### src/histogram_valley_threshold_binarizer_macros.svh
// Assertion helpers shared by the binarizer RTL.
`ifndef HISTOGRAM_VALLEY_THRESHOLD_BINARIZER_MACROS_SVH
`define HISTOGRAM_VALLEY_THRESHOLD_BINARIZER_MACROS_SVH

// Check a consequence in the same cycle as its antecedent.
`define HVTB_ASSERT_SAME(label, clk, rst, ante, cons, msg) \
   label: assert property (@(posedge clk) disable iff (rst) (ante) |-> (cons)) \
      else $error(msg);

// Check a consequence in the cycle after its antecedent.
`define HVTB_ASSERT_NEXT(label, clk, rst, ante, cons, msg) \
   label: assert property (@(posedge clk) disable iff (rst) (ante) |=> (cons)) \
      else $error(msg);

`endif

### src/hvtb_pkg.sv
package hvtb_pkg;

   // Pixel and histogram geometry
   localparam int CHAN_W    = 8;
   localparam int BIN_COUNT = 256;
   localparam int BIN_AW    = 8;
   localparam int BIN_W     = 21;
   localparam logic [BIN_W-1:0] BIN_MAX = '1;
   localparam int COUNT_W   = 8;

   // Divide-by-three: floor(sum * 683 / 2048) is exact for sums up to 765
   localparam int SUM_W     = 10;
   localparam int RECIP_W   = 10;
   localparam int PROD_W    = SUM_W + RECIP_W;
   localparam logic [RECIP_W-1:0] BR_RECIP = 10'd683;
   localparam int BR_SHIFT  = 11;

   // Queue between front and back
   localparam int QUEUE_DEPTH = 4;
   localparam int QUEUE_AW    = 2;

   typedef enum logic [1:0] {
      OP_ADD      = 2'd0,
      OP_FINISH   = 2'd1,
      OP_CLASSIFY = 2'd2
   } op_type;

   typedef enum logic {
      KIND_THRESHOLD = 1'b0,
      KIND_PIXEL     = 1'b1
   } kind_type;

   typedef struct packed {
      op_type             op;
      logic [CHAN_W-1:0]  bright;
   } item_type;

   typedef struct packed {
      logic full;
      logic empty;
   } queue_status_type;

endpackage

### src/hvtb_queue.sv
module hvtb_queue (
   input  logic                       clock,
   input  logic                       reset,
   input  logic                       push,
   input  hvtb_pkg::item_type         push_item,
   input  logic                       pop,
   output hvtb_pkg::item_type         pop_item,
   output hvtb_pkg::queue_status_type q_status
);
   import hvtb_pkg::*;

   item_type              entries_ff [QUEUE_DEPTH];
   logic [QUEUE_AW-1:0]   wr_ptr_ff, wr_ptr_in;
   logic [QUEUE_AW-1:0]   rd_ptr_ff, rd_ptr_in;
   logic [QUEUE_AW:0]     count_ff, count_in;

   // Advance pointers and occupancy
   always_comb begin
      wr_ptr_in = push ? wr_ptr_ff + 1'b1 : wr_ptr_ff;
      rd_ptr_in = pop ? rd_ptr_ff + 1'b1 : rd_ptr_ff;
      count_in  = count_ff;
      if (push && !pop) begin
         count_in = count_ff + 1'b1;
      end else if (pop && !push) begin
         count_in = count_ff - 1'b1;
      end
   end

   always_ff @(posedge clock) begin
      if (reset) begin
         wr_ptr_ff <= '0;
         rd_ptr_ff <= '0;
         count_ff  <= '0;
      end else begin
         wr_ptr_ff <= wr_ptr_in;
         rd_ptr_ff <= rd_ptr_in;
         count_ff  <= count_in;
      end
   end

   // Hold entries until popped
   always_ff @(posedge clock) begin
      if (push) begin
         entries_ff[wr_ptr_ff] <= push_item;
      end
   end

   assign pop_item       = entries_ff[rd_ptr_ff];
   assign q_status.full  = (count_ff == (QUEUE_AW+1)'(QUEUE_DEPTH));
   assign q_status.empty = (count_ff == '0);

endmodule

### config.mk
export PLATFORM = sky130hd
export DESIGN_NAME = hvtb_queue
export DESIGN_NICKNAME = d
export VERILOG_FILES = /design/src/histogram_valley_threshold_binarizer_macros.svh /design/src/hvtb_pkg.sv /design/src/hvtb_queue.sv
export SDC_FILE = /design/constraint.sdc
export NUM_CORES = 1
export LEC_CHECK = 0
export BUFFER_PORTS_ARGS = -buffer_cell sky130_fd_sc_hd__buf_2
export CAP_MARGIN = 0
export CORE_MARGIN = 8
export CORE_UTILIZATION = 50
export CTS_CLUSTER_SIZE = 16
export DETAILED_ROUTE_END_ITERATION = 7
export PLACE_DENSITY = 0.71
export SLEW_MARGIN = 5
export SYNTH_ARGS = -nofsm -noshare
export SYNTH_HDL_FRONTEND = slang
export SYNTH_SLANG_ARGS = --single-unit
### constraint.sdc
create_clock -name clock -period 2 [get_ports clock]
set_clock_uncertainty 0.15 [all_clocks]
set_input_delay 0.3 -clock clock [delete_from_list [all_inputs] [get_ports clock]]
set_output_delay 0.3 -clock clock [all_outputs]
set_load 0.02 [all_outputs]
==> impl_metrics.env <==
export IMPL_outcome="finished clean"
export IMPL_grt_pass1_wl_um=4770
export IMPL_seq_area_frac_synth_pct=73.8
export IMPL_tightest_slew_ns=0.537
export IMPL_clk_pin_slew_ns=0.08
export IMPL_hold_violations=0
export IMPL_cts_hold_buffers=0
export IMPL_routedWlPerCell_um=17.0
export IMPL_firstDrtPassIters=6
export IMPL_synth_enable_flop_cells=40
export IMPL_dieWidth_um=77.2
export IMPL_max_vdd_ir_drop_v=0.000466
export IMPL_tns_ns=0
export IMPL_worstPathArrival_ns=1.51
export IMPL_io_pins=26
export IMPL_reg2reg_slack_ns=0.33
export IMPL_syn_nets=116
export IMPL_grt_max_degree=15
export IMPL_layout_nets=148
export IMPL_die_area_um2=5960
export IMPL_synth_top_cell_area_share_pct=64.2
export IMPL_swShare_pct=22.6
export IMPL_max_freq_mhz=509
export IMPL_path_class="register to primary output"
export IMPL_synth_seq_cells=49
export IMPL_drtIter0Drc=22
export IMPL_cp_start_kind="register"
export IMPL_initial_core_util_pct=51.5
export IMPL_port_buffers=25
export IMPL_drv_cap=0
export IMPL_fin_util_pct=60.4
export IMPL_sequentialPowerShare_pct=55.7
export IMPL_antenna_left=0
export IMPL_slew_headroom_pct=64.2
export IMPL_power_switching_mw=0.487
export IMPL_setup_viol=0
export IMPL_cts_root_buffer="clkbuf_8"
export IMPL_synth_top_area_cell="edfxtp_1"
export IMPL_required_ns=1.55
export IMPL_synth_cells=96
export IMPL_pwr_share_clk_pct=30.5
export IMPL_combinationalPowerShare_pct=13.8
export IMPL_htreeDepth=2
export IMPL_drt_wl_total_um=3000
export IMPL_hold_class="input port to register"
export IMPL_cellLeakagePower_nw=0.798
export IMPL_first_global_vias=1037
export IMPL_fp_dieH_um=77.2
export IMPL_place_congestion=0.697
export IMPL_dp_slack_ns=0.0325
export IMPL_vias=921
export IMPL_power_internal_mw=1.67
export IMPL_rr_endpoint="count_ff[2]$_SDFFE_PP0P_"
export IMPL_power_density_nw_per_um2=981
export IMPL_critical_path_max_stage_delay_ns=0.49
export IMPL_rows=22
export IMPL_ys_top_cells_by_area="edfxtp_1 64%, mux4_2 12%, dfxtp_1 9.6%"
export IMPL_p_total_mw=2.15
export IMPL_ys_async_sr_fraction_pct=0
export IMPL_holdPathEnd="entries_ff[1][1]$_DFFE_PP_"
export IMPL_slowest_stage="mux4_2"
export IMPL_final_cell_mix="40 x edfxtp_1, 25 x buf_2, 10 x mux4_2"
export IMPL_grt_usage_pct=10.6
export IMPL_synthFlopType="edfxtp_1"
export IMPL_area_delta_synth_final_pct=17.2
export IMPL_dp_hpwl_um=2100
export IMPL_critical_path_max_fanout=5
export IMPL_cp_end_kind="primary output"
export IMPL_final_common_cell="edfxtp_1"
export IMPL_yosysWarnings=0
export IMPL_core_um2=3630
export IMPL_syn_area_per_cell_um2=19.5
export IMPL_tritoncts="done"
export IMPL_worst_slack_ns=0.0357
export IMPL_vias_per_cell=5.23
export IMPL_fillers=286
export IMPL_r2r_worst_path_cells=4
export IMPL_r2r_start="count_ff[0]$_SDFFE_PP0P_"
export IMPL_crit_chain="clkbuf_16, mux4_2, buf_2"
export IMPL_grt_ovfl_total=0
export IMPL_synth_area_um2=1870
export IMPL_insertedDiodeCount=0
export IMPL_synth_cell_types=20
export IMPL_drv_slew=0
export IMPL_worstHoldStart="push_item[1]"
export IMPL_cts_sinks=49
export IMPL_antenna_found_initial=0
export IMPL_holdPathStages=1
export IMPL_layout_drive_gt1_share_pct=35.9
export IMPL_drc=0
export IMPL_period_needed_ns=1.96
export IMPL_fin_crit_sh_pct=98.2
export IMPL_clk_latency_ns=0.29
export IMPL_cts_inserted_buffers=5
export IMPL_cts_path_max_buffers=2
-- state kept, by name, summed over array words and instances (netlist names), named ones only --
register / flops
count_ff: 3
entries_ff: 40
wr_ptr_ff: 2
rd_ptr_ff: 2
-- synthesized netlist by cell type, types with 2 or more instances --
library cell  number
and2_1             4
dfxtp_1            9
edfxtp_1          40
ha_1               5
inv_1              4
mux2i_1            2
mux4_2            10
nor2_1             7
xnor2_1            2
xor2_1             3
-- kinds of logic (layout without fill, tap and decap cells) --
family | after synthesis | in the layout | share of synthesized area (%)
compound gates | 2 | 2 | 0.534
xor+xnor | 5 | 5 | 2.34
fa+ha+maj | 6 | 6 | 4.41
buf+inv | 7 | 39 | 1.87
flops | 49 | 49 | 73.8
mux | 12 | 12 | 13.1
simple gates | 15 | 15 | 3.94
-- layer usage --
metal	GRT usage (%)	up-vias	wire length, µm
li1	-	426	-
met1	10.7	465	1200
met2	18.1	23	1560
met3	4.31	7	176
met4	5.66	0	61
met5	0	-	0
-- per-stage QoR --
step | std cells | hold WS, ns | cell area, µm²
floorplan | 96 | 0.249 | 1870
global placement | 168 | 0.333 | 2050
detailed placement | 168 | 0.367 | 2050
CTS | 175 | 0.0565 | 2160
global route | 176 | 0.0590 | 2190
finish | 176 | 0.0677 | 2190
-- area by class of cell --
type	instances	area, µm²	area share (%)
timing repair buffer	28	178	8.10
tap	48	60.1	2.74
clock buffer	5	68.8	3.14
inverter	4	15.0	0.684
clock inverter	2	35.0	1.60
multi-input combinational	40	455	20.8
sequential	49	1380	63.0
-- power by group through the flow --
stage               combinational [mW]  sequential, mW  clock, mW
finish                           0.298            1.20      0.657
global route                     0.326            1.21      0.703
CTS                              0.293            1.20      0.672
detailed placement               0.291            1.22          0
global placement                 0.280            1.22          0
floorplan                        0.200            1.21          0
-- worst max-delay path, delay by kind of cell (launching register included) --
family,cells,cell delay [ns]
buffers and inverters,2,0.35
muxes,1,0.49
DFF,1,0.39
-- worst max-delay path by stage --
| stage | start | endpoint | slack (ns) | cells after the start |
|---|---|---|---|---|
| floorplan | pop | count_ff[2]$_SDFFE_PP0P_ | 0.29 | 7 |
| global placement | pop | count_ff[2]$_SDFFE_PP0P_ | 0.14 | 8 |
| detailed placement | push | count_ff[2]$_SDFFE_PP0P_ | 0.03 | 7 |
| CTS | register | pop_item[3] | 0.02 | 3 |
| global route | register | pop_item[6] | -0.001 | 3 |
| finish | register | pop_item[7] | 0.04 | 3 |
-- what timing repair did --
action                     4_1_cts  5_1_grt
setup buffers                    0        0
setup endpoints to repair        8        4
cloned                           0        1
pin swaps                        0        0
resized for setup                1        3
(Power assumes the default switching activity.)
