### config.mk
export PLATFORM = sky130hd
export DESIGN_NAME = hvtb_front
export DESIGN_NICKNAME = d
export VERILOG_FILES = /design/src/histogram_valley_threshold_binarizer_macros.svh /design/src/hvtb_pkg.sv /design/src/hvtb_front.sv
export SDC_FILE = /design/constraint.sdc
export NUM_CORES = 1
export LEC_CHECK = 0
export BUFFER_PORTS_ARGS = -buffer_cell sky130_fd_sc_hd__buf_2
export CAP_MARGIN = 0
export CORE_MARGIN = 4
export CORE_UTILIZATION = 61
export DETAILED_ROUTE_END_ITERATION = 6
export PLACE_DENSITY = 0.84
export REMOVE_ABC_BUFFERS = 1
export SYNTH_ARGS = -nofsm -noshare
export SYNTH_HDL_FRONTEND = slang
export SYNTH_SLANG_ARGS = --single-unit
### constraint.sdc
create_clock -name vclk -period 13.44
set_clock_uncertainty 0.1 [all_clocks]
set_input_delay 1.344 -clock vclk [all_inputs]
set_output_delay 1.344 -clock vclk [all_outputs]
set_load 0.02 [all_outputs]
### src/histogram_valley_threshold_binarizer_macros.svh
// Assertion helpers shared by the binarizer RTL.
`ifndef HISTOGRAM_VALLEY_THRESHOLD_BINARIZER_MACROS_SVH
`define HISTOGRAM_VALLEY_THRESHOLD_BINARIZER_MACROS_SVH

// Check a consequence in the same cycle as its antecedent.
`define HVTB_ASSERT_SAME(label, clk, rst, ante, cons, msg) \
   label: assert property (@(posedge clk) disable iff (rst) (ante) |-> (cons)) \
      else $error(msg);

// Check a consequence in the cycle after its antecedent.
`define HVTB_ASSERT_NEXT(label, clk, rst, ante, cons, msg) \
   label: assert property (@(posedge clk) disable iff (rst) (ante) |=> (cons)) \
      else $error(msg);

`endif

### src/hvtb_pkg.sv
package hvtb_pkg;

   // Pixel and histogram geometry
   localparam int CHAN_W    = 8;
   localparam int BIN_COUNT = 256;
   localparam int BIN_AW    = 8;
   localparam int BIN_W     = 21;
   localparam logic [BIN_W-1:0] BIN_MAX = '1;
   localparam int COUNT_W   = 8;

   // Divide-by-three: floor(sum * 683 / 2048) is exact for sums up to 765
   localparam int SUM_W     = 10;
   localparam int RECIP_W   = 10;
   localparam int PROD_W    = SUM_W + RECIP_W;
   localparam logic [RECIP_W-1:0] BR_RECIP = 10'd683;
   localparam int BR_SHIFT  = 11;

   // Queue between front and back
   localparam int QUEUE_DEPTH = 4;
   localparam int QUEUE_AW    = 2;

   typedef enum logic [1:0] {
      OP_ADD      = 2'd0,
      OP_FINISH   = 2'd1,
      OP_CLASSIFY = 2'd2
   } op_type;

   typedef enum logic {
      KIND_THRESHOLD = 1'b0,
      KIND_PIXEL     = 1'b1
   } kind_type;

   typedef struct packed {
      op_type             op;
      logic [CHAN_W-1:0]  bright;
   } item_type;

   typedef struct packed {
      logic full;
      logic empty;
   } queue_status_type;

endpackage

### src/hvtb_front.sv
module hvtb_front (
   input  logic                     req_valid,
   output logic                     req_ready,
   input  logic [1:0]               req_op,
   input  logic [7:0]               req_red,
   input  logic [7:0]               req_green,
   input  logic [7:0]               req_blue,
   input  hvtb_pkg::queue_status_type q_status,
   output logic                     push,
   output hvtb_pkg::item_type       push_item
);
   import hvtb_pkg::*;

   logic [SUM_W-1:0]  sum;
   logic [PROD_W-1:0] prod;
   logic              op_known;

   // Form brightness as floor((r+g+b)/3) by reciprocal multiply
   assign sum  = SUM_W'(req_red) + SUM_W'(req_green) + SUM_W'(req_blue);
   assign prod = PROD_W'(sum) * PROD_W'(BR_RECIP);

   // Drop the unused op code here so the back never sees it
   assign op_known = (req_op == OP_ADD) || (req_op == OP_FINISH) ||
                     (req_op == OP_CLASSIFY);

   assign req_ready        = !q_status.full;
   assign push             = req_valid && req_ready && op_known;
   assign push_item.op     = op_type'(req_op);
   assign push_item.bright = prod[BR_SHIFT +: CHAN_W];

endmodule

==> impl_results.md, run 1 <==
- Outcome: finished clean
- Tmin final: 8991 ps
- Yosys top cell by area: ha_1
- Hold Vio Cnt, Final: 0
- Crit path launch type: input port
- Die ar.: 4716 um2
- Synth Area in Compound Gates: 11.92%
- Hold crit path type: in2out
- Critical path data arrival time: between 7000 and 8000 ps
- Non-filler cells, final: ~330
- Max cap viols: 0
- Most frequent cell after synthesis: ha_1
- FFs & Latches: 0
- Crit Path Class: in2out
- Adder-Cell Fraction of Synth Area: approximately 63%
- Final instance area: 2484 um2
- XOR/XNOR Fraction of Synth Area: approximately 7.0%
- Rows: 21
- Router iterations before antenna repair: 4
- P&R area growth vs syn: 10.58%
- Critical path capture point type: output pin
- Final ANT Viol Nets: 0
- Vias in the first global route: ~1800
- Mapped Area: 2246 um2
- FF/Latch Area: 0 um2
- RSZ-0062 raised after global routing: no
- Share of the synthesized area in the top cell type: between 30% and 40%
- Ys Warns: 0
- Post-Route Setup TNS: 0 ps
- Largest family of logic cells by synthesized area: adder cells
- Post-CTS sizing: 0
- Num ports: slightly above 40
- Iteration-0 DRC Markers: 47
- Setup WS pre-CTS: around 4500 ps
- Crit path required time: approximately 12000 ps
- Slew margin rel.: between 60% and 70%
- Congestion Overflow GR: 0
- Mapped Cells: roughly 240
- Post-synthesis mux area share: less than 1%
- # DRC: 0
- First-pass GRT wire length: between 7000 and 8000 um
- Worst Tran Pin Value: roughly 520 ps
- Final Setup Violations: 0
- Placer Congestion: 0.8898
- WL/cell: between 10 and 15 um
- Final WL: 4403 um
- Die X-Extent: just under 70 um
- Area contributors post-synth: ha_1 (36%), fa_1 (27%), inv_1 (7.5%)
- Post-CTS setup buffers: 0
- Final #Nets: between 400 and 500
- DIE HEIGHT: around 69 um
- Antenna violations before repair: 0
- Seq/Total Area, Yosys: 0%
- # clk buffers: 0
- Top cells by instance count after synthesis: ha_1 (65), inv_1 (45), fa_1 (30)
- Syn Area/Cell: between 9 and 10 um2
- Post-placement cell area: about 2500 um2
- # diodes: 0
- Worst Slack Setup Final: 4449 ps
- Final Max Tran Viols: 0
- Tot GR Track Use: between 20% and 30%
- Period utilisation layout: ~67%
- Vias: 1845
- Simple-gate share of the synthesized area: under 10%
- Placed cells: 327
- Largest net degree at the start of global routing: 10
- F_max: 111.2 MHz
- CTS hold repair buffers: 0
- IO Port Bufs: 40
- Via density: between 5 and 6
- Worst-path maximum fanout: 4
- Starting Density: between 60% and 70%
- Detailed Place HPWL: between 4000 and 5000 um
- Area of the core: between 3000 and 4000 um2
- Unique cell type count in the Yosys netlist: 36
- Share of cells above drive strength 1: around 16%
-- layout by cell type (no fill, tap or decap), drive strengths merged --
cell     synthesis  layout
a21oi           13      13
a31oi            1       1
and2             1       1
a211oi           2       2
o2bb2ai          1       1
o41ai            1       1
o21ai            8       8
nor4             1       1
nand2           13      13
and3             1       1
o31ai            2       2
mux2             1       1
xor2             6       6
o211ai           5       5
xnor2           12      12
nand4            3       3
fa              30      30
nand4bb          1       1
a311oi           1       1
nand3            4       4
o21a             2       2
nor3b            2       2
or4              1       1
buf              3      40
or3              2       2
nand2b           1       1
o221a            1       1
inv             45      45
a22oi            1       1
o21bai           2       2
nor2            10      10
ha              65      65
nor3             1       1
a21o             1       1
-- area by class of cell --
cell class | instances | area (um2)
repair buffers | 40 | 200.2
inverters | 45 | 168.9
multi-input cells | 196 | 2057
well taps | 46 | 57.56
fillers | 290 | 958.4
-- routing by layer --
layer	track usage (%)	wire, um	vias up
li1	-	-	915
met3	0.9724	225	2
met4	0.7444	14	0
met5	0	0	-
met2	36.47	2234	48
met1	30.14	1928	880
-- logic make-up (layout without fill, tap and decap cells) --
logic type,count (synthesis),after routing
adders and majority gates,95,95
buffers and inverters,48,85
AOI/OAI and AO/OA,41,41
xor gates and xnor gates,18,18
muxes,1,1
and+or+nand+nor,41,41
-- through the flow --
stage | hold WS [ps] | utilization (%)
2_1_floorplan | 2588 | -
3_5_place_dp | 2824 | 72.16
6_report | 2824 | 72.16
4_1_cts | 2825 | 72.16
3_3_place_gp | 2822 | 72.16
5_1_grt | 2832 | 72.16
-- worst max-delay path: stages --
cell	delay (ps)
buf_2	80
inv_1	40
fa_1	520
inv_1	40
ha_1	220
fa_1	400
a21oi_1	210
o21ai_0	150
o21a_1	180
nor2_1	170
xnor2_1	220
ha_1	330
ha_1	320
fa_1	470
fa_1	560
inv_1	60
fa_1	540
inv_1	40
ha_1	280
nor3_1	50
or3_4	400
o2bb2ai_2	160
o31ai_1	350
o221a_2	260
buf_2	150
-- worst paths after layout --
check       start            to  slack (ps)  depth (start not counted)
max    req_red[1]  push_item[5]        4450                         25
min     req_op[0]  push_item[8]        2820                          2
Power of run 1 is left out: the tool's default activity adds up to more than one toggle a clock period on the data nets, which glitch-free logic cannot reach.
==> run 2, diff against run 1 <==
--- a/config.mk
+++ b/config.mk
@@ -5,12 +5,13 @@
 export SDC_FILE = /design/constraint.sdc
 export NUM_CORES = 1
 export LEC_CHECK = 0
+export ABC_AREA = 1
 export BUFFER_PORTS_ARGS = -buffer_cell sky130_fd_sc_hd__buf_2
 export CAP_MARGIN = 0
 export CORE_MARGIN = 4
-export CORE_UTILIZATION = 61
+export CORE_UTILIZATION = 55
 export DETAILED_ROUTE_END_ITERATION = 6
-export PLACE_DENSITY = 0.84
+export PLACE_DENSITY = 0.79
 export REMOVE_ABC_BUFFERS = 1
 export SYNTH_ARGS = -nofsm -noshare
 export SYNTH_HDL_FRONTEND = slang
==> constraint.sdc (replaced) <==
create_clock -name vclk -period 7.4
set_clock_uncertainty 0.1 [all_clocks]
set_input_delay 0.74 -clock vclk [all_inputs]
set_output_delay 0.74 -clock vclk [all_outputs]
set_load 0.02 [all_outputs]
==> impl_results.md, run 2 <==
- Outcome: finished clean (unchanged)
- Die ar.: 5568 um2 (was 4716 um2)
- Via density: 5.096 (was 5.642)
- FILL cells: 379 (was 290)
- Post-placement cell area: 2689 um2 (was 2484 um2)
- Multi-input gate area in the final layout: 2197 um2 (was 2057 um2)
- Final instance area: 2689 um2 (was 2484 um2)
- Final WL: 4616 um (was 4403 um)
- First-pass GRT wire length: 8404 um (was 7652 um)
- Tot GR Track Use: 18.61% (was 20.95%)
- Ys Warns: 0 (unchanged)
- Die X-Extent: 74.62 um (was 68.68 um)
- Non-filler cells, final: 397 (was 327)
- Post-CTS sizing: 0 (unchanged)
- Antenna violations before repair: 0 (unchanged)
- Vias in the first global route: 2089 (was 1782)
- # diodes: 0 (unchanged)
- Syn Area/Cell: 7.900 um2 (was 9.205 um2)
- Router iterations before antenna repair: 5 (was 4)
- Commonest non-fill, non-tap cell in the layout: ha_1 (unchanged)
- Worst Tran Pin Value: 560.6 ps (was 517.5 ps)
- Tmin final: 6986 ps
- Iteration-0 DRC Markers: 57 (was 47)
- CTS hold repair buffers: 0 (unchanged)
- Slowest-stage cell, CP: fa_1 (unchanged)
- Vias: 2023 (was 1845)
- Post-Route Setup TNS: 0 ps (unchanged)
- Seq/Total Area, Yosys: 0% (unchanged)
- Post-CTS setup buffers: 0 (unchanged)
- Hold Vio Cnt, Final: 0 (unchanged)
- Congestion Overflow GR: 0 (unchanged)
- Final Setup Violations: 0 (unchanged)
- Crit path required time: 6560 ps (was 12000 ps)
- Most frequent cell after synthesis: ha_1 (unchanged)
- Placer Congestion: 0.8167 (was 0.8898)
- FFs & Latches: 0 (unchanged)
- Unique cell type count in the Yosys netlist: 23 (was 36)
- Mapped Area: 2441 um2 (was 2246 um2)
- DIE HEIGHT: 74.62 um (was 68.68 um)
- Placed cells: 397 (was 327)
- Crit-path max cell delay: 540 ps (was 560 ps)
- Num ports: 41 (unchanged)
- WL/cell: 11.63 um (was 13.46 um)
- # DRC: 0 (unchanged)
- Area contributors post-synth: ha_1 (33%), fa_1 (25%), inv_1 (9.1%) (was ha_1 (36%), fa_1 (27%), inv_1 (7.5%))
- Rows: 23 (was 21)
- Share of cells above drive strength 1: 16.71% (was 15.66%)
- Setup WS pre-CTS: 403.9 ps (was 4500 ps)
- Max cap viols: 0 (unchanged)
- Top cells by instance count after synthesis: ha_1 (65), inv_1 (59), nand2_1 (58) (was ha_1 (65), inv_1 (45), fa_1 (30))
- Final ANT Viol Nets: 0 (unchanged)
- Crit Path Class: in2out (unchanged)
- F_max: 143.1 MHz
- Share of the synthesized area in the top cell type: 33.32% (was 36.21%)
- Mapped Cells: 309 (was 244)
- Final Max Tran Viols: 0 (unchanged)
- Period utilisation layout: between 90% and 100%
- Detailed Place HPWL: 4359 um (was 4185 um)
- IO Port Bufs: 40 (unchanged)
- Slew margin rel.: 62.36% (was 65.14%)
- Hold crit path type: in2out (unchanged)
- FF/Latch Area: 0 um2 (unchanged)
- Largest net degree at the start of global routing: 8 (was 10)
- Worst Slack Setup Final: 413.9 ps (was 4449 ps)
- Most frequent cells in the layout: ha_1 (65), inv_1 (59), nand2_1 (58) (was ha_1 (65), inv_1 (45), buf_2 (40))
- Critical path data arrival time: 6150 ps (was 7550 ps)
- P&R area growth vs syn: 10.15% (was 10.58%)
- # clk buffers: 0 (unchanged)
- Worst-path maximum fanout: 3 (was 4)
- Yosys top cell by area: ha_1 (unchanged)
- RSZ-0062 raised after global routing: no (unchanged)
- Most common cell on crit path: nand2_1 (was fa_1)
- Critical path capture point type: output pin (unchanged)
- Crit path launch type: input port (unchanged)
- Starting Density: 58.91% (was 65.25%)
- Final #Nets: 473 (was 407)
- Area of the core: 4144 um2 (was 3442 um2)
[run 2: changes by cell type after synthesis, moves of 6 or more]
cell / before / now
nand2_1: 13 / 58
inv_1: 45 / 59
nand3_1: 4 / 15
nand2_2: 0 / 9
xnor2_1: 12 / 4
a21oi_1: 13 / 19
o21ai_0: 8 / 2
[run 2: cell type report]
type	instances	area share [%]
repair buffers	40	7.445
well taps	50	2.327
multi-input cells	246	81.71
inverters	61	8.516
[run 2: kinds of logic after synthesis]
logic type	share of synthesized area [%]
AOI/OAI and AO/OA	7.637
adders and majority gates	57.92
buffers and inverters	9.995
and+or+nand+nor	19.43
xor gates and xnor gates	5.023
[run 2: final timing paths]
check                   from           end  slack [ps]  cells past startpoint
setup / recovery  req_red[1]  push_item[4]         410                     28
hold / removal     req_op[1]  push_item[9]        1620                      2
[run 2: routing by layer]
metal	vias up	global-route usage, %	wire length, um
met5	-	0	0
met4	0	2.767	35
met3	2	1.068	194
met2	37	35.22	2315
met1	914	23.70	2071
li1	1070	-	-
[run 2: per-stage QoR]
step	hold WS (ps)	utilization [%]
finish	1616	64.89
global route	1634	64.89
CTS	1619	64.89
detailed placement	1617	64.89
global placement	1613	64.89
floorplan	1380	-
[run 2: critical path: cells and delay by family]
family	cells	cell delay, ps
adders and majority gates	9	3710
and+or+nand+nor	11	930
buffers and inverters	6	400
xor gates and xnor gates	1	260
AOI/OAI and AO/OA	1	80
Power of run 2 is left out for the same reason.
==> run 3, diff against run 2 <==
--- a/config.mk
+++ b/config.mk
@@ -8,11 +8,13 @@
 export ABC_AREA = 1
 export BUFFER_PORTS_ARGS = -buffer_cell sky130_fd_sc_hd__buf_2
 export CAP_MARGIN = 0
+export CORE_ASPECT_RATIO = 1.5
 export CORE_MARGIN = 4
 export CORE_UTILIZATION = 55
 export DETAILED_ROUTE_END_ITERATION = 6
 export PLACE_DENSITY = 0.79
 export REMOVE_ABC_BUFFERS = 1
+export SLEW_MARGIN = 20
 export SYNTH_ARGS = -nofsm -noshare
 export SYNTH_HDL_FRONTEND = slang
 export SYNTH_SLANG_ARGS = --single-unit
==> impl_results.md, run 3 (synthesis results as in run 2) <==
- Number of cells on the critical path: 26 (was 28)
- Die ar.: 5590 um2 (was 5568 um2)
- Largest net degree at the start of global routing: 8 (unchanged)
- IO Port Bufs: 40 (unchanged)
- Crit path launch type: input port (unchanged)
- Tot GR Track Use: 18.36% (was 18.61%)
- Most common cell on crit path: fa_1 (was nand2_1)
- First-pass GRT wire length: 8735 um (was 8404 um)
- Area of the core: 4245 um2 (was 4144 um2)
- Tmin final: 7008 ps (was 6986 ps)
- Crit path required time: 6560 ps (about the same)
- Hold crit path type: in2out (unchanged)
- Commonest non-fill, non-tap cell in the layout: ha_1 (unchanged)
- Most frequent cells in the layout: ha_1 (65), inv_1 (59), nand2_1 (58) (unchanged)
- Hold Vio Cnt, Final: 0 (unchanged)
- Rows: 29 (was 23)
- DIE HEIGHT: 89.60 um (was 74.62 um)
- Final Max Tran Viols: 0 (unchanged)
- FFs & Latches: 0 (unchanged)
- Post-Route Setup TNS: 0 ps (unchanged)
- Final Setup Violations: 0 (unchanged)
- Congestion Overflow GR: 0 (unchanged)
- Post-CTS sizing: 0 (unchanged)
- Placer Congestion: 0.8658 (was 0.8167)
- # diodes: 0 (unchanged)
- Num ports: 41 (unchanged)
- Die X-Extent: 62.40 um (was 74.62 um)
- Crit-path max cell delay: 550 ps (was 540 ps)
- CTS hold repair buffers: 0 (unchanged)
- Antenna violations before repair: 0 (unchanged)
- Vias: 2059 (was 2023)
- Crit path from: req_red[1] (unchanged)
- Delay-heaviest family, CP: adder cells (unchanged)
- Crit Path Class: in2out (unchanged)
- Slew margin rel.: 60.66% (was 62.36%)
- RSZ-0062 raised after global routing: no (unchanged)
- Via density: 5.239 (was 5.096)
- Final WL: 4781 um (was 4616 um)
- P&R area growth vs syn: 9.943% (was 10.15%)
- Starting Density: 57.50% (was 58.91%)
- Router iterations before antenna repair: 4 (was 5)
- Max cap viols: 0 (unchanged)
- Slowest-stage cell, CP: fa_1 (unchanged)
- Critical path capture point type: output pin (unchanged)
- F_max: 142.7 MHz (was 143.1 MHz)
- Placed cells: 393 (was 397)
- Critical Path End: push_item[4] (unchanged)
- # clk buffers: 0 (unchanged)
- Iteration-0 DRC Markers: 41 (was 57)
- Non-filler cells, final: 393 (was 397)
- Detailed Place HPWL: 4578 um (was 4359 um)
- Worst-path maximum fanout: 3 (unchanged)
- Multi-input gate area in the final layout: 2197 um2 (unchanged)
- Critical path data arrival time: 6170 ps (was 6150 ps)
- # DRC: 0 (unchanged)
- Final #Nets: 473 (unchanged)
- Vias in the first global route: 2197 (was 2089)
- FF/Latch Area: 0 um2 (unchanged)
- Outcome: finished clean (unchanged)
- Post-CTS setup buffers: 0 (unchanged)
- FILL cells: 364 (was 379)
- Final ANT Viol Nets: 0 (unchanged)
- WL/cell: 12.17 um (was 11.63 um)
- Worst Tran Pin Value: 585.9 ps (was 560.6 ps)
- WP buf/inv: 6 (unchanged)
- Period utilisation layout: 94.71% (was 94.41%)
- Share of cells above drive strength 1: 16.71% (unchanged)
run 3: per-stage QoR:
| step | utilization (%) | cell area [um2] | hold WS (ps) | setup slack (ps) |
|---|---|---|---|---|
| 2_1_floorplan | - | 2426 | 1380 | 828.4 |
| 3_3_place_gp | 63.22 | 2684 | 1613 | 431.8 |
| 3_5_place_dp | 63.22 | 2684 | 1615 | 377.3 |
| 4_1_cts | 63.22 | 2684 | 1615 | 373.7 |
| 5_1_grt | 63.22 | 2684 | 1633 | 25.51 |
| 6_report | 63.22 | 2684 | 1614 | 391.8 |
run 3: layer usage:
layer,share of wire [%],GRT usage (%)
met1,37,19.19
met2,57,38.96
met3,2.5,0.9963
met4,2.8,5.019
met5,0,0
run 3: layout make-up:
type,instances,share of cell area (%)
multi-input combinational,246,81.87
tap,46,2.145
inverter,61,8.531
timing repair buffer,40,7.459
run 3: worst min path at each step:
stage               cells past startpoint      start      endpoint
finish                                  2  req_op[0]  push_item[8]
global route                            2  req_op[0]  push_item[8]
CTS                                     2  req_op[0]  push_item[8]
detailed placement                      2  req_op[0]  push_item[8]
global placement                        2  req_op[0]  push_item[8]
floorplan                               0  req_op[0]  push_item[8]
Power of run 3 is left out for the same reason.
